<file path="config.mk">
export PLATFORM = sky130hd
export DESIGN_NAME = ir_pulse_distance_frame_receiver
export DESIGN_NICKNAME = d
export VERILOG_FILES = /design/src/hdl/ipdfr_pkg.sv /design/src/hdl/ir_pulse_distance_frame_receiver.sv /design/src/hdl/ipdfr_regs.sv /design/src/hdl/ipdfr_decoder.sv /design/src/hdl/ipdfr_format.sv
export SDC_FILE = /design/constraint.sdc
export NUM_CORES = 1
export LEC_CHECK = 0
export BUFFER_PORTS_ARGS = -buffer_cell sky130_fd_sc_hd__buf_2
export CORE_ASPECT_RATIO = 0.6
export CORE_MARGIN = 4
export CORE_UTILIZATION = 50
export CTS_BUF_LIST = sky130_fd_sc_hd__clkbuf_8
export DETAILED_ROUTE_END_ITERATION = 10
export PLACE_DENSITY = 0.74
export SYNTH_ARGS = -nofsm -noshare
export SYNTH_HDL_FRONTEND = slang
export SYNTH_SLANG_ARGS = --single-unit
</file>
<file path="constraint.sdc">
create_clock -name clk -period 5.1 [get_ports clk]
set_clock_uncertainty 0.05 [all_clocks]
set_input_delay 0 -clock clk [delete_from_list [all_inputs] [get_ports clk]]
set_output_delay 0 -clock clk [all_outputs]
set_load 0.03 [all_outputs]
</file>
<file path="src/hdl/ipdfr_pkg.sv">
package ipdfr_pkg;

  // frame size limits
  localparam int MAX_FRAME_BYTES = 8;
  localparam int DEF_FRAME_BYTES = 6;

  // configuration port
  localparam int CFG_ADDR_W = 5;
  localparam int CFG_DATA_W = 32;
  localparam int TICK_W     = 6;

  // register indexes (byte address = 4 * index)
  localparam logic [2:0] REG_LEADER_LOW_MIN  = 3'd0;
  localparam logic [2:0] REG_LEADER_LOW_MAX  = 3'd1;
  localparam logic [2:0] REG_LEADER_HIGH_MIN = 3'd2;
  localparam logic [2:0] REG_LEADER_HIGH_MAX = 3'd3;
  localparam logic [2:0] REG_BIT_LOW_MAX     = 3'd4;
  localparam logic [2:0] REG_ONE_HIGH_MIN    = 3'd5;
  localparam logic [2:0] REG_ZERO_HIGH_MAX   = 3'd6;
  localparam logic [2:0] REG_BIT_HIGH_MAX    = 3'd7;

  // register reset values
  localparam logic [TICK_W-1:0] RST_LEADER_LOW_MIN  = 6'd15;
  localparam logic [TICK_W-1:0] RST_LEADER_LOW_MAX  = 6'd25;
  localparam logic [TICK_W-1:0] RST_LEADER_HIGH_MIN = 6'd35;
  localparam logic [TICK_W-1:0] RST_LEADER_HIGH_MAX = 6'd45;
  localparam logic [TICK_W-1:0] RST_BIT_LOW_MAX     = 6'd4;
  localparam logic [TICK_W-1:0] RST_ONE_HIGH_MIN    = 6'd7;
  localparam logic [TICK_W-1:0] RST_ZERO_HIGH_MAX   = 6'd3;
  localparam logic [TICK_W-1:0] RST_BIT_HIGH_MAX    = 6'd8;

  // fixed timing constants
  localparam logic [TICK_W-1:0] TICK_MAX      = 6'd63;
  localparam logic [TICK_W-1:0] ZERO_HIGH_MIN = 6'd2;
  localparam logic [3:0]        BYTE_BITS     = 4'd8;

  // timing windows
  typedef struct packed {
    logic [TICK_W-1:0] leader_low_min;
    logic [TICK_W-1:0] leader_low_max;
    logic [TICK_W-1:0] leader_high_min;
    logic [TICK_W-1:0] leader_high_max;
    logic [TICK_W-1:0] bit_low_max;
    logic [TICK_W-1:0] one_high_min;
    logic [TICK_W-1:0] zero_high_max;
    logic [TICK_W-1:0] bit_high_max;
  } cfg_t;

  // completed frame handed from the decoder to the formatter
  typedef struct packed {
    logic                                fire;
    logic [MAX_FRAME_BYTES-1:0][7:0]     data;
  } frame_t;

  // saturating tick count
  function automatic logic [TICK_W-1:0] bump(input logic [TICK_W-1:0] v);
    bump = (v == TICK_MAX) ? TICK_MAX : v + 1'b1;
  endfunction

  // reverse bit order of a byte
  function automatic logic [7:0] flip8(input logic [7:0] v);
    logic [7:0] r;
    for (int k = 0; k < 8; k++) begin
      r[k] = v[7-k];
    end
    flip8 = r;
  endfunction

endpackage

</file>
<file path="src/hdl/ir_pulse_distance_frame_receiver.sv">
// Pulse-distance infrared frame receiver.
//
// Input channel: one sampled line level (ir_level, 0 = carrier on) per item,
// accepted when in_valid is high and in_stall is low. The block decodes a
// leader (low then high window), then bits as short low plus high, MSB first,
// and collects FRAME_BYTES bytes.
// Output channel: one item per completed frame with each byte bit reversed
// and sum_ok set when bytes one to four add up (mod 256) to the check byte;
// taken when out_valid is high and out_stall is low.
// Throughput: one line sample per cycle while in_stall is low, set by the single decode pass
// between the state registers and the result register.
// Output timing: the result is registered and shown in the cycle after the sample that ends the frame.
// Stall: a result waiting under out_stall holds in_stall high; as soon as it
// is taken the next sample is accepted in the same cycle.
// Configuration: eight 6-bit timing windows on an APB port at 4*index; the user must write them
// only while the line is idle, as the block itself does not enforce it.
// Reset (synchronous, rst): decoder returns to idle, counters clear, timing
// windows take their default values; the byte store needs no clearing.
module ir_pulse_distance_frame_receiver
  import ipdfr_pkg::*;
#(
  parameter int FRAME_BYTES = DEF_FRAME_BYTES
) (
  input  logic                  clk,
  input  logic                  rst,
  input  logic                  psel,
  input  logic                  penable,
  input  logic                  pwrite,
  input  logic [CFG_ADDR_W-1:0] paddr,
  input  logic [CFG_DATA_W-1:0] pwdata,
  output logic [CFG_DATA_W-1:0] prdata,
  output logic                  pready,
  input  logic                  in_valid,
  output logic                  in_stall,
  input  logic                  ir_level,
  output logic                  out_valid,
  input  logic                  out_stall,
  output logic [7:0]            start_byte,
  output logic [7:0]            data_byte_one,
  output logic [7:0]            data_byte_two,
  output logic [7:0]            data_byte_three,
  output logic [7:0]            data_byte_four,
  output logic [7:0]            check_byte,
  output logic                  sum_ok
);

  cfg_t   cfg;
  frame_t frame;
  logic   step;

  // hold off samples only while a result waits under stall
  assign in_stall = out_valid && out_stall;
  assign step     = in_valid && !in_stall;

  ipdfr_regs u_regs (
    .clk     (clk),
    .rst     (rst),
    .psel    (psel),
    .penable (penable),
    .pwrite  (pwrite),
    .paddr   (paddr),
    .pwdata  (pwdata),
    .prdata  (prdata),
    .pready  (pready),
    .cfg     (cfg)
  );

  ipdfr_decoder #(
    .FRAME_BYTES (FRAME_BYTES)
  ) u_decoder (
    .clk      (clk),
    .rst      (rst),
    .step     (step),
    .ir_level (ir_level),
    .cfg      (cfg),
    .frame    (frame)
  );

  ipdfr_format #(
    .FRAME_BYTES (FRAME_BYTES)
  ) u_format (
    .clk             (clk),
    .rst             (rst),
    .frame           (frame),
    .out_stall       (out_stall),
    .out_valid       (out_valid),
    .start_byte      (start_byte),
    .data_byte_one   (data_byte_one),
    .data_byte_two   (data_byte_two),
    .data_byte_three (data_byte_three),
    .data_byte_four  (data_byte_four),
    .check_byte      (check_byte),
    .sum_ok          (sum_ok)
  );

endmodule

</file>
<file path="src/hdl/ipdfr_regs.sv">
module ipdfr_regs
  import ipdfr_pkg::*;
(
  input  logic                  clk,
  input  logic                  rst,
  input  logic                  psel,
  input  logic                  penable,
  input  logic                  pwrite,
  input  logic [CFG_ADDR_W-1:0] paddr,
  input  logic [CFG_DATA_W-1:0] pwdata,
  output logic [CFG_DATA_W-1:0] prdata,
  output logic                  pready,
  output cfg_t                  cfg
);

  logic              wr_en;
  logic [2:0]        reg_idx;
  logic [TICK_W-1:0] rd_val;
  logic [TICK_W-1:0] wr_val;

  assign pready  = 1'b1;
  assign wr_en   = psel && penable && pwrite && pready;
  assign reg_idx = paddr[4:2];
  assign wr_val  = pwdata[TICK_W-1:0];

  // register writes
  always_ff @(posedge clk) begin
    if (rst) begin
      cfg.leader_low_min  <= RST_LEADER_LOW_MIN;
      cfg.leader_low_max  <= RST_LEADER_LOW_MAX;
      cfg.leader_high_min <= RST_LEADER_HIGH_MIN;
      cfg.leader_high_max <= RST_LEADER_HIGH_MAX;
      cfg.bit_low_max     <= RST_BIT_LOW_MAX;
      cfg.one_high_min    <= RST_ONE_HIGH_MIN;
      cfg.zero_high_max   <= RST_ZERO_HIGH_MAX;
      cfg.bit_high_max    <= RST_BIT_HIGH_MAX;
    end else if (wr_en) begin
      case (reg_idx)
        REG_LEADER_LOW_MIN:  cfg.leader_low_min  <= wr_val;
        REG_LEADER_LOW_MAX:  cfg.leader_low_max  <= wr_val;
        REG_LEADER_HIGH_MIN: cfg.leader_high_min <= wr_val;
        REG_LEADER_HIGH_MAX: cfg.leader_high_max <= wr_val;
        REG_BIT_LOW_MAX:     cfg.bit_low_max     <= wr_val;
        REG_ONE_HIGH_MIN:    cfg.one_high_min    <= wr_val;
        REG_ZERO_HIGH_MAX:   cfg.zero_high_max   <= wr_val;
        REG_BIT_HIGH_MAX:    cfg.bit_high_max    <= wr_val;
        default: ;
      endcase
    end
  end

  // read mux
  always_comb begin
    case (reg_idx)
      REG_LEADER_LOW_MIN:  rd_val = cfg.leader_low_min;
      REG_LEADER_LOW_MAX:  rd_val = cfg.leader_low_max;
      REG_LEADER_HIGH_MIN: rd_val = cfg.leader_high_min;
      REG_LEADER_HIGH_MAX: rd_val = cfg.leader_high_max;
      REG_BIT_LOW_MAX:     rd_val = cfg.bit_low_max;
      REG_ONE_HIGH_MIN:    rd_val = cfg.one_high_min;
      REG_ZERO_HIGH_MAX:   rd_val = cfg.zero_high_max;
      REG_BIT_HIGH_MAX:    rd_val = cfg.bit_high_max;
      default:             rd_val = '0;
    endcase
  end

  assign prdata = {{(CFG_DATA_W-TICK_W){1'b0}}, rd_val};

endmodule

</file>
<file path="src/hdl/ipdfr_decoder.sv">
module ipdfr_decoder
  import ipdfr_pkg::*;
#(
  parameter int FRAME_BYTES = DEF_FRAME_BYTES
) (
  input  logic   clk,
  input  logic   rst,
  input  logic   step,
  input  logic   ir_level,
  input  cfg_t   cfg,
  output frame_t frame
);

  localparam int IDX_W = (FRAME_BYTES > 1) ? $clog2(FRAME_BYTES) : 1;
  localparam logic [IDX_W-1:0] LAST_IDX = IDX_W'(FRAME_BYTES - 1);

  typedef enum logic [5:0] {
    PH_IDLE      = 6'b000001,
    PH_LEAD_LOW  = 6'b000010,
    PH_LEAD_HIGH = 6'b000100,
    PH_FIRST_LOW = 6'b001000,
    PH_BIT       = 6'b010000,
    PH_GAP       = 6'b100000
  } phase_t;

  phase_t            phase, phase_next;
  logic [TICK_W-1:0] low_ticks, low_ticks_next;
  logic [TICK_W-1:0] high_ticks, high_ticks_next;
  logic              bit_taken, bit_taken_next;
  logic [3:0]        bits_in_byte, bits_in_byte_next;
  logic [IDX_W-1:0]  bytes_in_frame, bytes_in_frame_next;
  logic [7:0]        shift_byte, shift_byte_next;
  logic [7:0]        frame_store [FRAME_BYTES];

  logic is_low;
  logic take_bit;
  logic bit_val;
  logic bad_high;
  logic store_wr;
  logic last_byte;

  assign is_low = !ir_level;

  // next state for one line sample
  always_comb begin
    phase_next          = phase;
    low_ticks_next      = low_ticks;
    high_ticks_next     = high_ticks;
    bit_taken_next      = bit_taken;
    bits_in_byte_next   = bits_in_byte;
    bytes_in_frame_next = bytes_in_frame;
    shift_byte_next     = shift_byte;
    take_bit            = 1'b0;
    bit_val             = 1'b0;
    bad_high            = 1'b0;
    store_wr            = 1'b0;
    last_byte           = 1'b0;
    case (phase)
      PH_IDLE: begin
        if (is_low) begin
          low_ticks_next  = '0;
          high_ticks_next = '0;
          phase_next      = PH_LEAD_LOW;
        end
      end
      PH_LEAD_LOW: begin
        if (is_low) begin
          low_ticks_next = bump(low_ticks);
          if (low_ticks_next > cfg.leader_low_max) begin
            phase_next = PH_IDLE;
          end
        end else begin
          phase_next = (low_ticks < cfg.leader_low_min) ? PH_IDLE : PH_LEAD_HIGH;
        end
      end
      PH_LEAD_HIGH: begin
        if (is_low) begin
          if (high_ticks < cfg.leader_high_min) begin
            phase_next = PH_IDLE;
          end else begin
            phase_next          = PH_FIRST_LOW;
            bit_taken_next      = 1'b0;
            bits_in_byte_next   = '0;
            bytes_in_frame_next = '0;
            low_ticks_next      = TICK_W'(1);
            high_ticks_next     = '0;
          end
        end else begin
          high_ticks_next = bump(high_ticks);
          if (high_ticks_next > cfg.leader_high_max) begin
            phase_next = PH_IDLE;
          end
        end
      end
      PH_FIRST_LOW: begin
        // no timeout; count carries into bit decoding
        if (is_low) begin
          low_ticks_next = bump(low_ticks);
        end else begin
          high_ticks_next = TICK_W'(1);
          phase_next      = PH_BIT;
        end
      end
      PH_BIT: begin
        if (is_low) begin
          low_ticks_next = bump(low_ticks);
          if (low_ticks_next > cfg.bit_low_max) begin
            phase_next = PH_IDLE;
          end else begin
            // classify the preceding high
            if (!bit_taken) begin
              if (high_ticks >= cfg.one_high_min) begin
                take_bit = 1'b1;
                bit_val  = 1'b1;
              end else if (high_ticks >= ZERO_HIGH_MIN &&
                           high_ticks <= cfg.zero_high_max) begin
                take_bit = 1'b1;
              end else begin
                bad_high = 1'b1;
              end
            end
            if (bad_high) begin
              phase_next = PH_IDLE;
            end else begin
              high_ticks_next = '0;
              if (take_bit) begin
                shift_byte_next   = {shift_byte[6:0], bit_val};
                bit_taken_next    = 1'b1;
                bits_in_byte_next = bits_in_byte + 1'b1;
              end
              // byte complete
              if (bits_in_byte_next >= BYTE_BITS) begin
                bits_in_byte_next = '0;
                store_wr          = 1'b1;
                if (bytes_in_frame >= LAST_IDX) begin
                  bytes_in_frame_next = '0;
                  phase_next          = PH_GAP;
                  last_byte           = 1'b1;
                end else begin
                  bytes_in_frame_next = bytes_in_frame + 1'b1;
                end
              end
            end
          end
        end else begin
          high_ticks_next = bump(high_ticks);
          if (high_ticks_next > cfg.bit_high_max) begin
            phase_next = PH_IDLE;
          end else begin
            bit_taken_next = 1'b0;
            low_ticks_next = '0;
          end
        end
      end
      PH_GAP: begin
        phase_next = PH_IDLE;
      end
      default: begin
        phase_next = PH_IDLE;
      end
    endcase
  end

  // control state
  always_ff @(posedge clk) begin
    if (rst) begin
      phase          <= PH_IDLE;
      low_ticks      <= '0;
      high_ticks     <= '0;
      bit_taken      <= 1'b0;
      bits_in_byte   <= '0;
      bytes_in_frame <= '0;
      shift_byte     <= '0;
    end else if (step) begin
      phase          <= phase_next;
      low_ticks      <= low_ticks_next;
      high_ticks     <= high_ticks_next;
      bit_taken      <= bit_taken_next;
      bits_in_byte   <= bits_in_byte_next;
      bytes_in_frame <= bytes_in_frame_next;
      shift_byte     <= shift_byte_next;
    end
  end

  // received byte store
  always_ff @(posedge clk) begin
    if (step && store_wr) begin
      frame_store[bytes_in_frame] <= shift_byte_next;
    end
  end

  // frame view: earlier bytes from the store, last byte straight from the shifter
  always_comb begin
    frame.fire = step && last_byte;
    for (int k = 0; k < MAX_FRAME_BYTES; k++) begin
      if (k == FRAME_BYTES - 1) begin
        frame.data[k] = shift_byte_next;
      end else if (k < FRAME_BYTES - 1) begin
        frame.data[k] = frame_store[k];
      end else begin
        frame.data[k] = '0;
      end
    end
  end

endmodule

</file>
<file path="src/hdl/ipdfr_format.sv">
module ipdfr_format
  import ipdfr_pkg::*;
#(
  parameter int FRAME_BYTES = DEF_FRAME_BYTES
) (
  input  logic       clk,
  input  logic       rst,
  input  frame_t     frame,
  input  logic       out_stall,
  output logic       out_valid,
  output logic [7:0] start_byte,
  output logic [7:0] data_byte_one,
  output logic [7:0] data_byte_two,
  output logic [7:0] data_byte_three,
  output logic [7:0] data_byte_four,
  output logic [7:0] check_byte,
  output logic       sum_ok
);

  logic [4:0][7:0] field;
  logic [7:0]      chk;
  logic [7:0]      sum;

  // bit reversal and checksum of the completed frame
  always_comb begin
    chk = flip8(frame.data[FRAME_BYTES-1]);
    sum = '0;
    for (int k = 0; k < 5; k++) begin
      field[k] = (k < FRAME_BYTES - 1) ? flip8(frame.data[k]) : 8'h00;
    end
    for (int k = 1; k < MAX_FRAME_BYTES; k++) begin
      if (k < FRAME_BYTES - 1) begin
        sum = sum + flip8(frame.data[k]);
      end
    end
  end

  // result valid
  always_ff @(posedge clk) begin
    if (rst) begin
      out_valid <= 1'b0;
    end else begin
      out_valid <= frame.fire || (out_valid && out_stall);
    end
  end

  // result payload
  always_ff @(posedge clk) begin
    if (frame.fire) begin
      start_byte      <= field[0];
      data_byte_one   <= field[1];
      data_byte_two   <= field[2];
      data_byte_three <= field[3];
      data_byte_four  <= field[4];
      check_byte      <= chk;
      sum_ok          <= (sum == chk);
    end
  end

endmodule

</file>
==> key figures <==
Outcome
  – Status: finished clean

Pwr
  – Pleak: 3.721 nW
  – Peak supply drop: 0.1329 mV
  – Cell area power density: 261.8 nW/um2

Logic synthesis
  – Register area share after synthesis: 0.4767
  – Synth Instances: 858
  – Synth cell types: 66
  – Synth Flop Type: edfxtp_1
  – Async SR Flop Fraction: 0
  – Avg Synthesized Cell Area: 10.60 um2
  – Synth Warn #: 0
  – #FFs+latches synth: 172
  – Post-synth EDFFs: 89
  – Post-synthesis instance area: 9091 um2

STA
  – RSZ-0062 raised after global routing: no
  – Hold Worst Slack: 0.04575 ns
  – Final min period: 4.239 ns
  – Final period utilization: 0.8311
  – Setup TNS: 0 ns
  – Slew HR: 0.2443
  – PnR worst setup slack: 0.8612 ns
  – Final Hold Fails: 0
  – # setup viols final: 0
  – Worst-Margin Slew: 1.125 ns
  – Slew Limit Fails: 0
  – Fmax: 235.9 MHz

Critical path
  – Arr. time, crit path: 4.52 ns
  – CP cell instances: fa_1 > fa_1 > ha_1 > a211oi_1 > nor2_1 > xnor2_1 > a2111oi_0 > o221ai_1 > mux2_2 > nor3_1 > and3_1
  – CP most frequent cell: fa_1
  – FF-to-FF End: u_format.sum_ok$_DFFE_PP_
  – Largest stage delay on the critical path: 0.64 ns
  – Max FO, Critical Path: 4
  – FF-to-FF Start: u_decoder.frame_store[2][5]$_DFFE_PP_
  – Setup CP Type: flop to flop
  – R2R Setup Slk: 0.86 ns
  – Critical path's slowest cell: a2111oi_0
  – CP Launch Type: flop
  – CP endpoint kind: flop
  – Worst EP required: 5.38 ns
  – Reg2reg path depth: 11

Global route
  – Grt ovf: 0
  – Pin count of the biggest net entering global routing: 57
  – Vias in the first global route: 6,016
  – All-layer global routing usage: 0.2009
  – First-pass GRT wire length: 32,880 um
  – Initial antenna violation count: 0

Clock network
  – Post-CTS Setup Bufs: 0
  – Clock Latency Late Sink: 0.47 ns
  – H-Tree Depth: 4
  – Clock Sinks: 172
  – CTS buffer count: 17
  – CTS tree: done
  – Root cell of the clock tree: clkbuf_8
  – Worst-path clk slew: 0.11 ns
  – CTS Buffer Depth: 2

Detailed routing
  – Number of remaining DRC errors: 0
  – Drt initial violations: 579
  – 1st-pass router iterations: 7
  – Final WL: 20,630 um
  – Routed length per instance: 17.48 um
  – Routed vias: 6,495
  – Via density: 5.504
  – Final ANT Viol Nets: 0

Floorplanning
  – Die Footprint: 20,470 um2
  – Initial core utilization: 0.5195
  – Core box area: 17,500 um2
  – Die width: 182.1 um
  – Cell Rows: 37
  – Die Ht: 112.5 um
  – I/O pin total: 129

Place
  – Post-DP HPWL: 15,330 um
  – Placed Instances: 1,140
  – Gpl congestion: 0.9270
  – Post-place setup slack: 1.028 ns
  – Port Buffers: 73

Cells and area
  – Area delta synth->final: 11.16%
  – Final Non-Filler Cells: 1,180
  – Ratio of cells with drive above 1 in the final layout: 0.1501
  – Ant diodes: 0
  – Most frequent cells in the layout: edfxtp_1, nor2_1, dfxtp_1, buf_2
  – Most common cell after layout, fill and taps aside: edfxtp_1
  – Final-stage net count: 1,051

Hold path
  – Hold path endpoint: u_decoder.high_ticks[0]$_SDFFE_PP0P_
  – Hold crit path type: primary input to flop
  – Hold Startpoint: ir_level
  – Hold Path Cell Cnt: 4

Flow run
  – Number of max-cap violations: 0
## state kept, by name, indices dropped and copies added (netlist names)
| register | count |
|---|---|
| u_format.sum_ok | 1 |
| u_format.data_byte_one | 8 |
| u_decoder.high_ticks | 6 |
| u_decoder.bits_in_byte | 4 |
| u_format.data_byte_two | 8 |
| u_decoder.frame_store | 40 |
| u_regs.cfg | 48 |
| u_decoder.bit_taken | 1 |
| u_format.data_byte_three | 8 |
| u_decoder.shift_byte | 8 |
| u_format.check_byte | 8 |
| u_format.start_byte | 8 |
| u_decoder.low_ticks | 6 |
| u_format.out_valid | 1 |
| u_decoder.phase | 6 |
| u_format.data_byte_four | 8 |
| u_decoder.bytes_in_frame | 3 |
## cells by family (layout without fill, tap and decap cells)
logic type               Yosys count  after routing  share of synthesized area
AND/OR/NAND/NOR                  253            253                     0.1382
flip-flops                       172            172                     0.4767
AO/OA/AOI/OAI                    163            163                     0.1188
buffers and inverters            117            180                    0.06111
adder cells (fa/ha/maj)           73             73                     0.1120
multiplexers                      55             55                    0.07019
XOR/XNOR                          23             23                    0.02216
other                              2             27                  0.0008261
## cell type report
class	instances	area [um2]
Timing Repair Buffer	89	505.5
Clock inverter	15	183.9
Inverter	59	221.5
Fill cell	1494	7393
Sequential cell	172	4334
Tap cell	234	292.8
Multi-Input combinational cell	594	4334
Clock buffer	17	234.0
## synthesized netlist by cell type, types with 3 or more instances
master    instances  share of area
buf_1             8         0.0033
o21a_1            9         0.0074
nor3b_1           3         0.0025
nand2b_1          8         0.0055
nor2_1           87          0.036
o22ai_1           3         0.0021
mux2_2            6         0.0074
a211oi_1          6         0.0050
and2_1            4         0.0028
o21ai_0          36          0.020
inv_1            59          0.024
or3_1             3         0.0021
dfxtp_1          83           0.18
xor2_1            7         0.0067
ha_1             59          0.081
nand2_1          49          0.020
nand3_1          19          0.010
buf_4            27          0.022
edfxtp_1         89           0.29
a31oi_1           7         0.0048
mux2i_1          42          0.046
mux4_2            6          0.015
nor3_1           22          0.012
o31ai_1           4         0.0033
nor4_1            7         0.0048
a21o_1           13          0.011
clkbuf_1         21         0.0087
fa_1             14          0.031
nand4_1           6         0.0041
nor2b_1          14         0.0096
xnor2_1          16          0.015
a21oi_1          40          0.022
nand3b_1          7         0.0058
o21bai_1          3         0.0025
a211o_1          23          0.022
and3_1            9         0.0062
## worst max path at each step
stage | startpoint | endpoint | cells past startpoint
final | u_decoder.frame_store[2][5]$_DFFE_PP_ | u_format.sum_ok$_DFFE_PP_ | 11
after global routing | u_decoder.frame_store[2][5]$_DFFE_PP_ | u_format.sum_ok$_DFFE_PP_ | 11
after CTS | u_decoder.frame_store[2][5]$_DFFE_PP_ | u_format.sum_ok$_DFFE_PP_ | 11
after detailed placement | u_decoder.frame_store[2][5]$_DFFE_PP_ | u_format.sum_ok$_DFFE_PP_ | 11
after global placement | u_decoder.frame_store[2][6]$_DFFE_PP_ | u_format.sum_ok$_DFFE_PP_ | 11
after floorplan | u_decoder.low_ticks[0]$_SDFFE_PP0P_ | u_format.check_byte[0]$_DFFE_PP_ | 11
## metal layers
metal / GRT usage / vias up / wire length, um
li1: - / 3181 / -
met1: 0.3244 / 3063 / 10460
met2: 0.2710 / 238 / 8321
met4: 0.04098 / 0 / 111
met5: 0 / - / 0
met3: 0.04696 / 13 / 1738
## report_power, final
| group | total [mW] | internal, mW | switching, mW |
|---|---|---|---|
| Clock | 1.02 | 0.424 | 0.597 |
| Sequential | 1.46 | 1.45 | 0.00870 |
| Combinational | 0.168 | 0.0506 | 0.117 |
## through the flow
stage	util	cell area (um2)	total power [mW]
after detailed placement	0.5490	9608	1.648
after CTS	0.5775	10110	2.659
after floorplan	-	9185	1.625
after global placement	0.5490	9608	1.646
after global routing	0.5775	10110	2.735
final	0.5775	10110	2.646
## critical path, delay by kind of cell, from the launching register on
family | cells | cell delay (ns)
AND/OR/NAND/NOR | 3 | 0.52
flip-flops | 1 | 0.45
multiplexers | 1 | 0.30
AO/OA/AOI/OAI | 3 | 1.20
adder cells (fa/ha/maj) | 3 | 1.37
XOR/XNOR | 1 | 0.21
## timing repair
item	in CTS	in global routing
endpoints found under the setup margin	0	0
hold buffers	8	0
endpoints found under the hold margin	49	0
resized for setup	0	0
Power figures use the tool's default switching activity.
